===== src/hw/rtl/rpn_pkg.sv =====
// ----------------------------------------------------------------------------
// rpn_pkg
// shared types and codes for the stack calculator
// ----------------------------------------------------------------------------
package rpn_pkg;

  typedef enum logic [2:0] {
    OP_PUSH  = 3'd0,
    OP_ADD   = 3'd1,
    OP_SUB   = 3'd2,
    OP_MUL   = 3'd3,
    OP_DIV   = 3'd4,
    OP_SQRT  = 3'd5,
    OP_POW   = 3'd6,
    OP_CLEAR = 3'd7
  } op_e;

  typedef enum logic [2:0] {
    ST_OK      = 3'd0,
    ST_FEW     = 3'd1,
    ST_OVF     = 3'd2,
    ST_DIV0    = 3'd3,
    ST_NEGROOT = 3'd4,
    ST_FRAC    = 3'd5
  } status_e;

  typedef struct packed {
    logic [2:0]         op;
    logic signed [31:0] value;
  } in_item_t;

  typedef struct packed {
    logic [2:0]         status;
    logic signed [31:0] top_value;
    logic [4:0]         depth;
  } out_item_t;

  // stack cell control: hold, push (shift down from above), pop (shift up),
  // replace top, pop and replace new top
  typedef enum logic [2:0] {
    SC_HOLD  = 3'd0,
    SC_PUSH  = 3'd1,
    SC_POP   = 3'd2,
    SC_SET   = 3'd3,
    SC_POPSET = 3'd4
  } stk_cmd_e;

  typedef struct packed {
    stk_cmd_e           cmd;
    logic signed [31:0] data;
  } stk_ctl_t;

endpackage


===== src/hw/rtl/rpn_cell.sv =====
// ----------------------------------------------------------------------------
// rpn_cell
// one stack slot; slot 0 is the top, data moves one slot per cycle
// ----------------------------------------------------------------------------
module rpn_cell (
  input  logic                   clk_i,
  input  rpn_pkg::stk_ctl_t      ctl_i,
  input  logic                   is_top_i,
  input  logic                   is_second_i,
  input  logic signed [31:0]     above_i,
  input  logic signed [31:0]     below_i,
  output logic signed [31:0]     q_o
);
  import rpn_pkg::*;

  logic signed [31:0] val_d, val_q;

  always_comb begin
    val_d = val_q;
    unique case (ctl_i.cmd)
      SC_PUSH:   val_d = is_top_i ? ctl_i.data : above_i;
      SC_POP:    val_d = below_i;
      SC_SET:    if (is_top_i) begin
                   val_d = ctl_i.data;
                 end
      SC_POPSET: val_d = is_top_i ? ctl_i.data : below_i;
      default:   val_d = val_q;
    endcase
  end

  // is_second_i is unused by the value path; it only forces the register enable
  always_ff @(posedge clk_i) begin
    if (ctl_i.cmd != SC_HOLD || is_second_i) begin
      val_q <= val_d;
    end
  end

  assign q_o = val_q;
endmodule


===== src/hw/rtl/rpn_alu.sv =====
// ----------------------------------------------------------------------------
// rpn_alu
// multi-cycle fixed-point unit: add, sub, mul, div, sqrt, pow
// ----------------------------------------------------------------------------
module rpn_alu #(
  parameter int unsigned FRAC_BITS = 16
) (
  input  logic               clk_i,
  input  logic               rst_ni,
  input  logic               start_i,
  input  rpn_pkg::op_e       op_i,
  input  logic signed [31:0] a_i,
  input  logic signed [31:0] b_i,
  output logic               done_o,
  output logic signed [31:0] res_o
);
  import rpn_pkg::*;

  localparam int unsigned DW = 32 + FRAC_BITS;   // dividend width

  typedef enum logic [3:0] {
    A_IDLE, A_MUL1, A_MUL2, A_DIV, A_DIVF, A_SQRT, A_PSTEP,
    A_PMUL1, A_PMUL2, A_PINV, A_DONE
  } alu_e;

  alu_e state_q;
  logic signed [31:0] res_q;

  // shared multiplier operands and product
  logic signed [31:0] ma_q, mb_q;
  logic [63:0]        prod_q;
  logic               mneg_q;

  // divider
  logic [DW-1:0]      dq_q;      // dividend shifting into quotient
  logic [32:0]        drem_q;
  logic [31:0]        dden_q;
  logic [6:0]         dcnt_q;
  logic               dneg_q;

  // sqrt (bit-pair restoring)
  logic [63:0]        sx_q;
  logic [31:0]        sr_q;
  logic [33:0]        srem_q;
  logic [5:0]         scnt_q;

  // pow
  logic [31:0]        pe_q;      // exponent magnitude
  logic               pinv_q;
  logic signed [31:0] pr_q, pbase_q;
  logic               psel_q;    // 0: r*base, 1: base*base

  logic [31:0] mag_a, mag_b;
  assign mag_a = a_i[31] ? 32'(-a_i) : 32'(a_i);
  assign mag_b = b_i[31] ? 32'(-b_i) : 32'(b_i);

  // unsigned operand magnitudes for the multiplier
  logic [31:0] mul_ma, mul_mb;
  assign mul_ma = ma_q[31] ? 32'(-ma_q) : 32'(ma_q);
  assign mul_mb = mb_q[31] ? 32'(-mb_q) : 32'(mb_q);

  function automatic logic signed [31:0] from_mag(input logic [63:0] m, input logic neg);
    logic signed [31:0] r;
    if (neg) begin
      if (m >= 64'h8000_0000) r = 32'sh8000_0000;
      else r = 32'(-$signed(m));
    end else begin
      if (m > 64'h7fff_ffff) r = 32'sh7fff_ffff;
      else r = 32'(m);
    end
    return r;
  endfunction

  // product scaled back to fixed point, rounding toward minus infinity
  logic [63:0] mul_sh;
  logic signed [31:0] mul_res;
  always_comb begin
    if (mneg_q) mul_sh = (prod_q + ((64'd1 << FRAC_BITS) - 64'd1)) >> FRAC_BITS;
    else        mul_sh = prod_q >> FRAC_BITS;
    mul_res = from_mag(mul_sh, mneg_q);
  end

  // divider step
  logic [32:0] dtrial;
  logic [32:0] drem_sh;
  assign drem_sh = {drem_q[31:0], dq_q[DW-1]};
  assign dtrial  = drem_sh - {1'b0, dden_q};

  // sqrt step
  logic [33:0] s_in, s_trial;
  assign s_in    = {srem_q[31:0], sx_q[63:62]};
  assign s_trial = s_in - {sr_q, 2'b01};

  logic signed [31:0] sum_ext;
  logic signed [32:0] addsub;
  assign addsub = (op_i == OP_ADD) ? (33'(a_i) + 33'(b_i)) : (33'(a_i) - 33'(b_i));
  assign sum_ext = (addsub > 33'sd2147483647) ? 32'sh7fff_ffff :
                   (addsub < -33'sd2147483648) ? 32'sh8000_0000 : 32'(addsub);

  logic signed [31:0] pn;
  assign pn = b_i >>> FRAC_BITS;   // b integer, exact since fraction is zero

  always_ff @(posedge clk_i or negedge rst_ni) begin
    if (!rst_ni) begin
      state_q <= A_IDLE;
    end else begin
      unique case (state_q)
        A_IDLE: if (start_i) begin
          unique case (op_i)
            OP_ADD, OP_SUB: begin
              res_q <= sum_ext;
              state_q <= A_DONE;
            end
            OP_MUL: begin
              ma_q <= a_i; mb_q <= b_i;
              state_q <= A_MUL1;
            end
            OP_DIV: begin
              dq_q   <= DW'(mag_a) << FRAC_BITS;
              drem_q <= '0;
              dden_q <= mag_b;
              dcnt_q <= 7'(DW);
              dneg_q <= a_i[31] ^ b_i[31];
              state_q <= A_DIV;
            end
            OP_SQRT: begin
              sx_q   <= 64'(mag_b) << FRAC_BITS;
              sr_q   <= '0;
              srem_q <= '0;
              scnt_q <= 6'd32;
              state_q <= A_SQRT;
            end
            OP_POW: begin
              pe_q    <= pn[31] ? 32'(-pn) : 32'(pn);
              pinv_q  <= pn[31];
              pr_q    <= 32'sd1 <<< FRAC_BITS;
              pbase_q <= a_i;
              state_q <= A_PSTEP;
            end
            default: state_q <= A_DONE;
          endcase
        end
        A_MUL1: begin
          prod_q <= 64'(mul_ma) * 64'(mul_mb);
          mneg_q <= ma_q[31] ^ mb_q[31];
          state_q <= A_MUL2;
        end
        A_MUL2: begin
          res_q <= mul_res;
          state_q <= A_DONE;
        end
        A_DIV: begin
          dq_q <= {dq_q[DW-2:0], ~dtrial[32]};
          drem_q <= dtrial[32] ? drem_sh : dtrial;
          dcnt_q <= dcnt_q - 7'd1;
          if (dcnt_q == 7'd1) state_q <= A_DIVF;
        end
        A_DIVF: begin
          res_q <= from_mag(64'(dq_q), dneg_q);
          state_q <= A_DONE;
        end
        A_SQRT: begin
          sx_q <= sx_q << 2;
          if (!s_trial[33]) begin
            srem_q <= s_trial;
            sr_q   <= {sr_q[30:0], 1'b1};
          end else begin
            srem_q <= s_in;
            sr_q   <= {sr_q[30:0], 1'b0};
          end
          scnt_q <= scnt_q - 6'd1;
          if (scnt_q == 6'd1) state_q <= A_PMUL2;  // reuse finish below
        end
        A_PSTEP: begin
          if (pe_q == '0) begin
            state_q <= pinv_q ? A_PINV : A_DONE;
            res_q <= pr_q;
          end else if (pe_q[0]) begin
            ma_q <= pr_q; mb_q <= pbase_q; psel_q <= 1'b0;
            state_q <= A_PMUL1;
          end else begin
            ma_q <= pbase_q; mb_q <= pbase_q; psel_q <= 1'b1;
            state_q <= A_PMUL1;
          end
        end
        A_PMUL1: begin
          prod_q <= 64'(mul_ma) * 64'(mul_mb);
          mneg_q <= ma_q[31] ^ mb_q[31];
          state_q <= A_PMUL2;
        end
        A_PMUL2: begin
          if (op_i == OP_SQRT) begin
            res_q <= $signed(sr_q);
            state_q <= A_DONE;
          end else if (!psel_q) begin
            pr_q <= mul_res;
            // square the base only when higher bits remain
            if (pe_q[31:1] != '0) begin
              pe_q[0] <= 1'b0;
              ma_q <= pbase_q; mb_q <= pbase_q; psel_q <= 1'b1;
              state_q <= A_PMUL1;
            end else begin
              pe_q <= '0;
              state_q <= A_PSTEP;
            end
          end else begin
            pbase_q <= mul_res;
            pe_q <= pe_q >> 1;
            state_q <= A_PSTEP;
          end
        end
        A_PINV: begin
          if (pr_q == '0) begin
            res_q <= 32'sh7fff_ffff;
            state_q <= A_DONE;
          end else begin
            dq_q   <= DW'(32'd1 << FRAC_BITS) << FRAC_BITS;
            drem_q <= '0;
            dden_q <= pr_q[31] ? 32'(-pr_q) : 32'(pr_q);
            dcnt_q <= 7'(DW);
            dneg_q <= pr_q[31];
            state_q <= A_DIV;
          end
        end
        A_DONE: state_q <= A_IDLE;
        default: state_q <= A_IDLE;
      endcase
    end
  end

  assign done_o = (state_q == A_DONE);
  assign res_o  = res_q;
endmodule


===== src/hw/rtl/rpn_stack_calculator_unit.sv =====
// ----------------------------------------------------------------------------
// rpn_stack_calculator_unit
// reverse polish calculator on signed fixed-point values, stack as cell chain
// ----------------------------------------------------------------------------
// usage:
//  - input channel in_valid_i/in_ready_o carries one item: an operation code
//    and a value that is pushed when the operation is push
//  - output channel out_valid_o/out_ready_i returns one item per input item:
//    status, new top value (zero when empty) and new depth
//  - one item is worked on at a time; push, clear and error cases do not use
//    the alu, add/sub need no iteration, mul uses the multiplier, div takes
//    one quotient bit a cycle over 32+FRAC_BITS bits, sqrt one root bit a
//    cycle, and pow runs up to two multiplies per exponent bit plus a divide
//    for a negative exponent; all of these share one alu
//  - the stack lives in a row of cells, slot 0 on top; push shifts every
//    slot down and pop shifts every slot up, all slots together
//  - a finished item sits in the output register; a new item is taken once
//    the output register is free, so a stalled receiver stalls the block
//  - reset empties the stack (depth zero); slot contents are not cleared
// ----------------------------------------------------------------------------
module rpn_stack_calculator_unit #(
  parameter int unsigned STACK_DEPTH = 16,
  parameter int unsigned FRAC_BITS   = 16
) (
  input  logic                 clk_i,
  input  logic                 rst_ni,
  input  logic                 in_valid_i,
  output logic                 in_ready_o,
  input  rpn_pkg::in_item_t    in_item_i,
  output logic                 out_valid_o,
  input  logic                 out_ready_i,
  output rpn_pkg::out_item_t   out_item_o
);
  import rpn_pkg::*;

  localparam int unsigned CW = $clog2(STACK_DEPTH + 1);

  typedef enum logic [1:0] {S_IDLE, S_ALU, S_UPD, S_OUT} state_e;

  state_e           state_q;
  logic [CW-1:0]    cnt_q;
  op_e              op_q;
  logic [2:0]       stat_q;
  stk_ctl_t         ctl;
  logic             alu_start;
  logic             alu_done;
  logic signed [31:0] alu_res;
  out_item_t        out_q;
  logic             out_valid_q;

  // cell chain
  logic signed [31:0] cell_q [STACK_DEPTH];

  for (genvar g = 0; g < STACK_DEPTH; g++) begin : g_cell
    rpn_cell u_cell (
      .clk_i       (clk_i),
      .ctl_i       (ctl),
      .is_top_i    (g == 0),
      .is_second_i (1'b0),
      .above_i     (g == 0 ? ctl.data : cell_q[(g == 0) ? 0 : g - 1]),
      .below_i     (cell_q[(g == STACK_DEPTH - 1) ? g : g + 1]),
      .q_o         (cell_q[g])
    );
  end

  logic signed [31:0] top_b, sec_a;
  assign top_b = cell_q[0];
  assign sec_a = cell_q[1];

  rpn_alu #(.FRAC_BITS(FRAC_BITS)) u_alu (
    .clk_i   (clk_i),
    .rst_ni  (rst_ni),
    .start_i (alu_start),
    .op_i    (op_q),
    .a_i     (sec_a),
    .b_i     (top_b),
    .done_o  (alu_done),
    .res_o   (alu_res)
  );

  logic in_fire;
  assign in_ready_o = (state_q == S_IDLE) && !out_valid_q;
  assign in_fire    = in_valid_i && in_ready_o;

  // decode of the accepted op against the current depth
  logic [2:0]  dec_stat;
  logic        dec_alu;
  stk_cmd_e    dec_cmd;
  logic [CW-1:0] dec_cnt;
  op_e         in_op;
  assign in_op = op_e'(in_item_i.op);

  always_comb begin
    dec_stat = ST_OK;
    dec_alu  = 1'b0;
    dec_cmd  = SC_HOLD;
    dec_cnt  = cnt_q;
    unique case (in_op)
      OP_PUSH: begin
        if (cnt_q >= CW'(STACK_DEPTH)) dec_stat = ST_OVF;
        else begin
          dec_cmd = SC_PUSH;
          dec_cnt = cnt_q + 1'b1;
        end
      end
      OP_ADD, OP_SUB, OP_MUL, OP_POW: begin
        if (cnt_q < CW'(2)) dec_stat = ST_FEW;
        else if (in_op == OP_POW && (32'(top_b) & ((32'd1 << FRAC_BITS) - 32'd1)) != '0)
          dec_stat = ST_FRAC;
        else dec_alu = 1'b1;
      end
      OP_DIV: begin
        if (cnt_q < CW'(2)) dec_stat = ST_FEW;
        else if (top_b == '0) begin
          dec_stat = ST_DIV0;
          dec_cmd  = SC_POP;
          dec_cnt  = cnt_q - 1'b1;
        end else dec_alu = 1'b1;
      end
      OP_SQRT: begin
        if (cnt_q == '0) dec_stat = ST_FEW;
        else if (top_b[31]) begin
          dec_stat = ST_NEGROOT;
          dec_cmd  = SC_POP;
          dec_cnt  = cnt_q - 1'b1;
        end else dec_alu = 1'b1;
      end
      default: dec_cnt = '0;
    endcase
  end

  // stack command this cycle
  always_comb begin
    ctl.cmd  = SC_HOLD;
    ctl.data = '0;
    alu_start = 1'b0;
    if (state_q == S_ALU) begin
      alu_start = 1'b1;
    end
    if (state_q == S_UPD) begin
      ctl.cmd = stk_cmd_e'(SC_HOLD);
    end
    if (in_fire) begin
      ctl.data = in_item_i.value;
      ctl.cmd  = dec_alu ? SC_HOLD : dec_cmd;
    end else if (state_q == S_ALU && alu_done) begin
      ctl.data = alu_res;
      ctl.cmd  = (op_q == OP_SQRT) ? SC_SET : SC_POPSET;
    end
  end

  always_ff @(posedge clk_i or negedge rst_ni) begin
    if (!rst_ni) begin
      state_q     <= S_IDLE;
      cnt_q       <= '0;
      out_valid_q <= 1'b0;
    end else begin
      if (out_valid_q && out_ready_i) out_valid_q <= 1'b0;
      unique case (state_q)
        S_IDLE: if (in_fire) begin
          op_q   <= in_op;
          stat_q <= dec_stat;
          cnt_q  <= dec_cnt;
          state_q <= dec_alu ? S_ALU : S_UPD;
        end
        S_ALU: if (alu_done) begin
          if (op_q != OP_SQRT) cnt_q <= cnt_q - 1'b1;
          state_q <= S_UPD;
        end
        S_UPD: begin
          out_q.status    <= stat_q;
          out_q.top_value <= (cnt_q == '0) ? 32'sd0 : cell_q[0];
          out_q.depth     <= 5'(cnt_q);
          out_valid_q     <= 1'b1;
          state_q         <= S_OUT;
        end
        S_OUT: state_q <= S_IDLE;
        default: state_q <= S_IDLE;
      endcase
    end
  end

  assign out_valid_o = out_valid_q;
  assign out_item_o  = out_q;
endmodule


===== config.mk =====
export PLATFORM = sky130hd
export DESIGN_NAME = rpn_stack_calculator_unit
export DESIGN_NICKNAME = d
export VERILOG_FILES = /design/src/hw/rtl/rpn_pkg.sv /design/src/hw/rtl/rpn_cell.sv /design/src/hw/rtl/rpn_alu.sv /design/src/hw/rtl/rpn_stack_calculator_unit.sv
export SDC_FILE = /design/constraint.sdc
export NUM_CORES = 2
export LEC_CHECK = 0
export BUFFER_PORTS_ARGS = -buffer_cell sky130_fd_sc_hd__clkbuf_2
export CAP_MARGIN = 20
export CORE_ASPECT_RATIO = 1.1
export CORE_MARGIN = 2
export CORE_UTILIZATION = 40
export CTS_CLUSTER_DIAMETER = 120
export DETAILED_ROUTE_END_ITERATION = 7
export GPL_ROUTABILITY_DRIVEN = 0
export PLACE_DENSITY_LB_ADDON = 0.05
export SLEW_MARGIN = 20
export SYNTH_ARGS = -nofsm -noshare
export SYNTH_HDL_FRONTEND = slang
export SYNTH_SLANG_ARGS = --single-unit
export TNS_END_PERCENT = 100

===== constraint.sdc =====
create_clock -name clk_i -period 30.3 [get_ports clk_i]
set_input_delay 0 -clock clk_i [delete_from_list [all_inputs] [get_ports clk_i]]
set_output_delay 0 -clock clk_i [all_outputs]
set_load 0.1 [all_outputs]

# Word-level counts from Yosys, hierarchy flattened
# Cells that the tools add are included.
# word_totals
ff_bits	1083
latch_bits	0
ram_bits	0
romBits	0
inputBits	39
output_inout_bits	42
word_cells	345
memories	0
# op_classes
add_sub_neg	17
n_mul	1
div	0
order_cmp	8
eq_ne	59
shift	0
n_mux	159
bitwise_logic	3
reduce_logical	53
# ops
op	count
32-bit two-way mux	53
32-bit case mux with 2 select lines	21
32-bit case mux with 3 select lines	3
32-bit negation	7
48-bit two-way mux	4
32-bit case mux with 6 select lines	1
48-bit case mux with 3 select lines	1
64-bit two-way mux	2
64-bit case mux with 2 select lines	1
48-bit by 32-bit >= comparator with 1-bit output, second input constant	2
48-bit by 31-bit > comparator with 1-bit output, second input constant	2
32-bit logical NOT	3
35-bit two-way mux	2
64-bit by 16-bit adder with 64-bit output, second input constant	1
32-bit by 32-bit multiplier with 64-bit output	1
5-bit two-way mux	8
4-bit case mux with 9 select lines	1
34-bit subtractor	1
32-bit by 32-bit adder with 33-bit output	1
33-bit by 32-bit > comparator with 1-bit output, second input constant	1
33-bit by 32-bit < comparator with 1-bit output, second input constant	1
33-bit two-way mux	1
32-bit by 32-bit subtractor with 33-bit output	1
33-bit by 32-bit subtractor with 33-bit output	1
other kinds (63)	180

# Logic depth before layout (Yosys ltp)
# depth
depth_word	11
mapped_depth	38
depth_no_buf	36

# Modules after synthesis
# A second synthesis with hierarchy kept.
# unflattened
cells_unflattened	12195
area_unflattened_um2	115288.1
# by_module_without_submodules
mod	n_inst	cells_per_inst	area_per_inst_um2	seq_area_each_um2
rpn_alu	1	7127	65168.8	15024.4
rpn_cell	16	301	2951.6	960.9
rpn_stack_calculator_unit	1	252	2894.0	1581.5

# Worst setup path before layout
# OpenSTA, ideal clock, no wires.
# synth_timing
path_type	register to register
from	register out_valid_q, in the netlist out_valid_o
to	register g_cell[10].u_cell.val_q[0], enable pin
setup_time_ns	3.233
arrival_ns	11.097
required_time_ns	27.067
path_slack_ns	15.970
path_stages_with_launch	9
path_buffers	2
synth_period_minus_slack_ns	14.330
path_cell_list	dfrtp_1 nor2_1 nand2_1 nand3_1 a21oi_1 a31oi_1 clkbuf_1 clkbuf_1 nand2_1
# synth_via
elab_chain_cells	8
elab_cells_between_ends	11
cone_classes	3 x eq/ne; 1 x mux; 7 x reduce/logical
# synth_rtl
item	line	source
from (decl)	rpn_stack_calculator_unit.sv:49	logic out_valid_q;
from (signal assigned)	rpn_stack_calculator_unit.sv:156	out_valid_q <= 1'b0;
from (signal assigned)	rpn_stack_calculator_unit.sv:158	if (out_valid_q && out_ready_i) out_valid_q <= 1'b0;
from (signal assigned)	rpn_stack_calculator_unit.sv:174	out_valid_q <= 1'b1;
1-bit logical NOT (*)	rpn_stack_calculator_unit.sv:82	assign in_ready_o = (state_q == S_IDLE) && !out_valid_q;
1-bit logical AND (*)	rpn_stack_calculator_unit.sv:82	
named net in_ready_o	rpn_stack_calculator_unit.sv:28	output logic in_ready_o,
1-bit logical AND (*)	rpn_stack_calculator_unit.sv:83	assign in_fire = in_valid_i && in_ready_o;
35-bit two-way mux (*)	rpn_stack_calculator_unit.sv:143	if (in_fire) begin
3-bit by 2-bit equality test with 1-bit output / 3-bit equality test (equally long branches)	-	
2-bit OR reduction (no line)	-	
2-bit nonzero test (no line)	-	
2-bit AND reduction (no line) (*)	-	
to (signal assigned)	rpn_cell.sv:34	val_q <= val_d;
to (decl)	rpn_cell.sv:16	logic signed [31:0] val_d, val_q;
# Mark *: on every way through the listed nets, which the timed path passes. The rest lies on a longest branch.
# A chain may end at the register's enable or synchronous reset.

# Worst setup path in the final report
# layout_timing
from	register u_alu.ma_q[2]
to	register u_alu.prod_q[63], data pin
# layout_via
elab_chain_cells	3
# layout_rtl
item	line	source
from (decl)	rpn_alu.sv:30	logic signed [31:0] ma_q, mb_q;
from (signal assigned)	rpn_alu.sv:115	ma_q <= a_i; mb_q <= b_i;
32-bit negation	rpn_alu.sv:59	assign mul_ma = ma_q[31] ? 32'(-ma_q) : 32'(ma_q);
32-bit two-way mux (*)	rpn_alu.sv:59	
32-bit by 32-bit multiplier with 64-bit output (*)	rpn_alu.sv:144, rpn_alu.sv:187	
to (signal assigned)	rpn_alu.sv:144	prod_q <= 64'(mul_ma) * 64'(mul_mb);
to (signal assigned)	rpn_alu.sv:187	prod_q <= 64'(mul_ma) * 64'(mul_mb);
to (decl)	rpn_alu.sv:31	logic [63:0] prod_q;
# Every way passes the cells marked *; elsewhere a longest branch is shown, timed or not.

==> out/metrics.yaml <==
arrival_ns: 13.02
drive_gt1_share_pct: 13.05
fmax_mhz: 79.94
yosysSeqAreaShare_pct: 36.25
synth_edf_count: 1055
cts.clk_slew.worst_paths_ns: 0.06
grt-ovfl-total: 0
initial_core_util_pct: 40.30
worstMarginPinSlew_ns: 1.258
final_common_cell: "inv_1"
rows: 180
synth_fp_nets: 9722
critical_path.slowest_cell: "a21oi_1"
worst_hold_path_type: "input port to register"
dp_cells: 11190
critPathLaunchType: "register"
clkSinkCount: 1067
mostFrequentLayoutCells: "inv_1, edfxtp_1, nor2_1, fa_1, nand2_1"
fin_nets: 9759
path_class: "register to register"
firstDrtPassIters: 8
antenna_found_initial: 18
status: "complete, no violations"
path_buf_inv: 5
path_delay_family: "adder cells"
instances_no_fill: 11470
grt_pass1_wl_um: 445100
hold_violations: 0
final_util_pct: 44.63
syn_area_um2: 88220
clk_path_buf_depth: 3
via_per_inst: 5.603
grt_max_degree: 154
grt_pass1_vias: 65520
core_area_um2: 218900
cap_violations: 0
num_vias: 64260
first_iter_violations: 5869
num_io_pins: 81
worst-endpoint-required_ns: 30.81
area_delta_synth_final_pct: 10.74
wirelength_um: 300000
syn_area_per_cell_um2: 10.49
synth-main-ff-cell: "edfxtp_1"
cts_tree: "built"
crit_fanout: 14
rsz0062_at_grt: "false"
clock_latency_ns: 0.81
cpPeakStageDelay_ns: 0.77
cp-end-kind: "register"
die_h_um: 496.6
tns_ns: 0
cpMostUsedCell: "fa_1"
die_area_um2: 224300
wl_per_cell_um: 26.15
setup_viol: 0
drc: 0
min_period_ns: 12.51
htree_levels: 3
drv_slew: 0
min_period_over_period_pct: 41.28
synth-async-reset-ratio_pct: 1.125
track_usage_pct: 26.83
synth_cells: 8407
place.port_buffers: 80
ant_nets: 0
clockRootBuffer: "clkbuf_16"
yosys_warnings: 0
relSlewSlack_pct: 15.69
die_x_um: 451.8
hpwlAfterDp_um: 224200
cts-buffers-inserted: 119
ys_seq_elements: 1067
fin_skew_ns: 0.1175
cts_resized: 0
synth.distinct_cells: 84
registers in the layout, indices dropped and copies added (netlist names), 40 cells and up:
register / flops
u_alu.dq_q: 48
u_alu.prod_q: 64
out_item_o: 40
u_alu.sx_q: 48
g_cell.u_cell.q_o: 512
metrics by stage:
step                      setup slack (ns)  hold slack [ns]  instance area (um2)
final                                17.79          0.07729                97700
after global routing                 17.26          0.07455                97660
after CTS                            18.13         0.008590                97610
after detailed placement             18.10         -0.01733                93070
after global placement               18.18         -0.01961                93070
after floorplan                      15.97          -0.2956                88220
layer usage:
layer	vias to the layer above	wire length (um)	part of all wire [%]	GRT usage [%]
met4	8	10350	3.5	8.127
met5	-	37	0.012	0
li1	28310	-	-	-
met1	33050	131900	44	38.16
met3	476	21550	7.2	4.013
met2	2419	136100	45	42.37
path summary, 6_finish.rpt:
path	start	endpoint	slack [ns]	cells past startpoint
setup / recovery	u_alu.ma_q[2]	u_alu.prod_q[63]	17.79	33
hold / removal	in_item_i[18]	g_cell[0].u_cell.q_o[18]	0.08	4
setup reg to reg	u_alu.ma_q[2]	u_alu.prod_q[63]	17.79	33
hold reg to reg	stat_q[0]	out_item_o[37]	0.42	0
max in group asynchronous	rst_ni	u_alu.state_q[2]	29.78	4
min in group asynchronous	rst_ni	out_valid_o	0.26	4
kinds of logic (layout without fill, tap and decap cells):
kind of cell	count (synthesis)	count (layout)	share of synthesized area (%)
AND/OR/NAND/NOR	2381	2381	11.84
flip-flops	1067	1067	36.25
buffers and inverters	1543	1681	6.590
AO/OA/AOI/OAI	1173	1173	8.530
other	1	14	0.004251
multiplexers	543	543	6.841
XOR/XNOR	423	423	4.208
adder cells (fa/ha/maj)	1276	1276	25.74
synthesized netlist by cell type, drive strengths merged (63+ instances only):
cell       n  area (um2)
fa       898       17980
nor3      83       415.4
nand2    808        3033
ha       378        4730
or3       65       426.7
edfxtp  1055       31680
o21ai    304        1521
xor2     179        1568
mux2     480        5405
inv     1103        4140
a21o     129       968.4
xnor2    244        2145
nor2     954        3581
a21oi    335        1677
nand3     81       405.4
mux2i     63       630.6
clkbuf   415        1559
nor2b     64       400.4
worst reg2reg max path: cells and delay by family, from the launching register on:
kind | cells | cell delay, ns
AOI/OAI and AO/OA | 9 | 3.51
buffers and inverters | 5 | 0.54
DFF | 1 | 0.47
and+or+nand+nor | 8 | 2.87
adders and majority gates | 9 | 4.52
xor gates and xnor gates | 2 | 0.34
final cells by class:
type,instances,area (um2)
fill,21100,121200
multi-input combinational,5797,51160
sequential,1067,31980
inverter,1103,4140
tap,2912,3643
clock buffer,133,3030
timing repair buffer,356,2603
clock inverter,89,1111
antenna,13,32.53
repair_timing:
action                    4_1_cts  5_1_grt
setup buffers                   0        0
hold buffers                   40        0
hold endpoints to repair       64        0
Power is not shown: default switching activity piles up to over one toggle a cycle in this logic, so the estimate is an artifact.
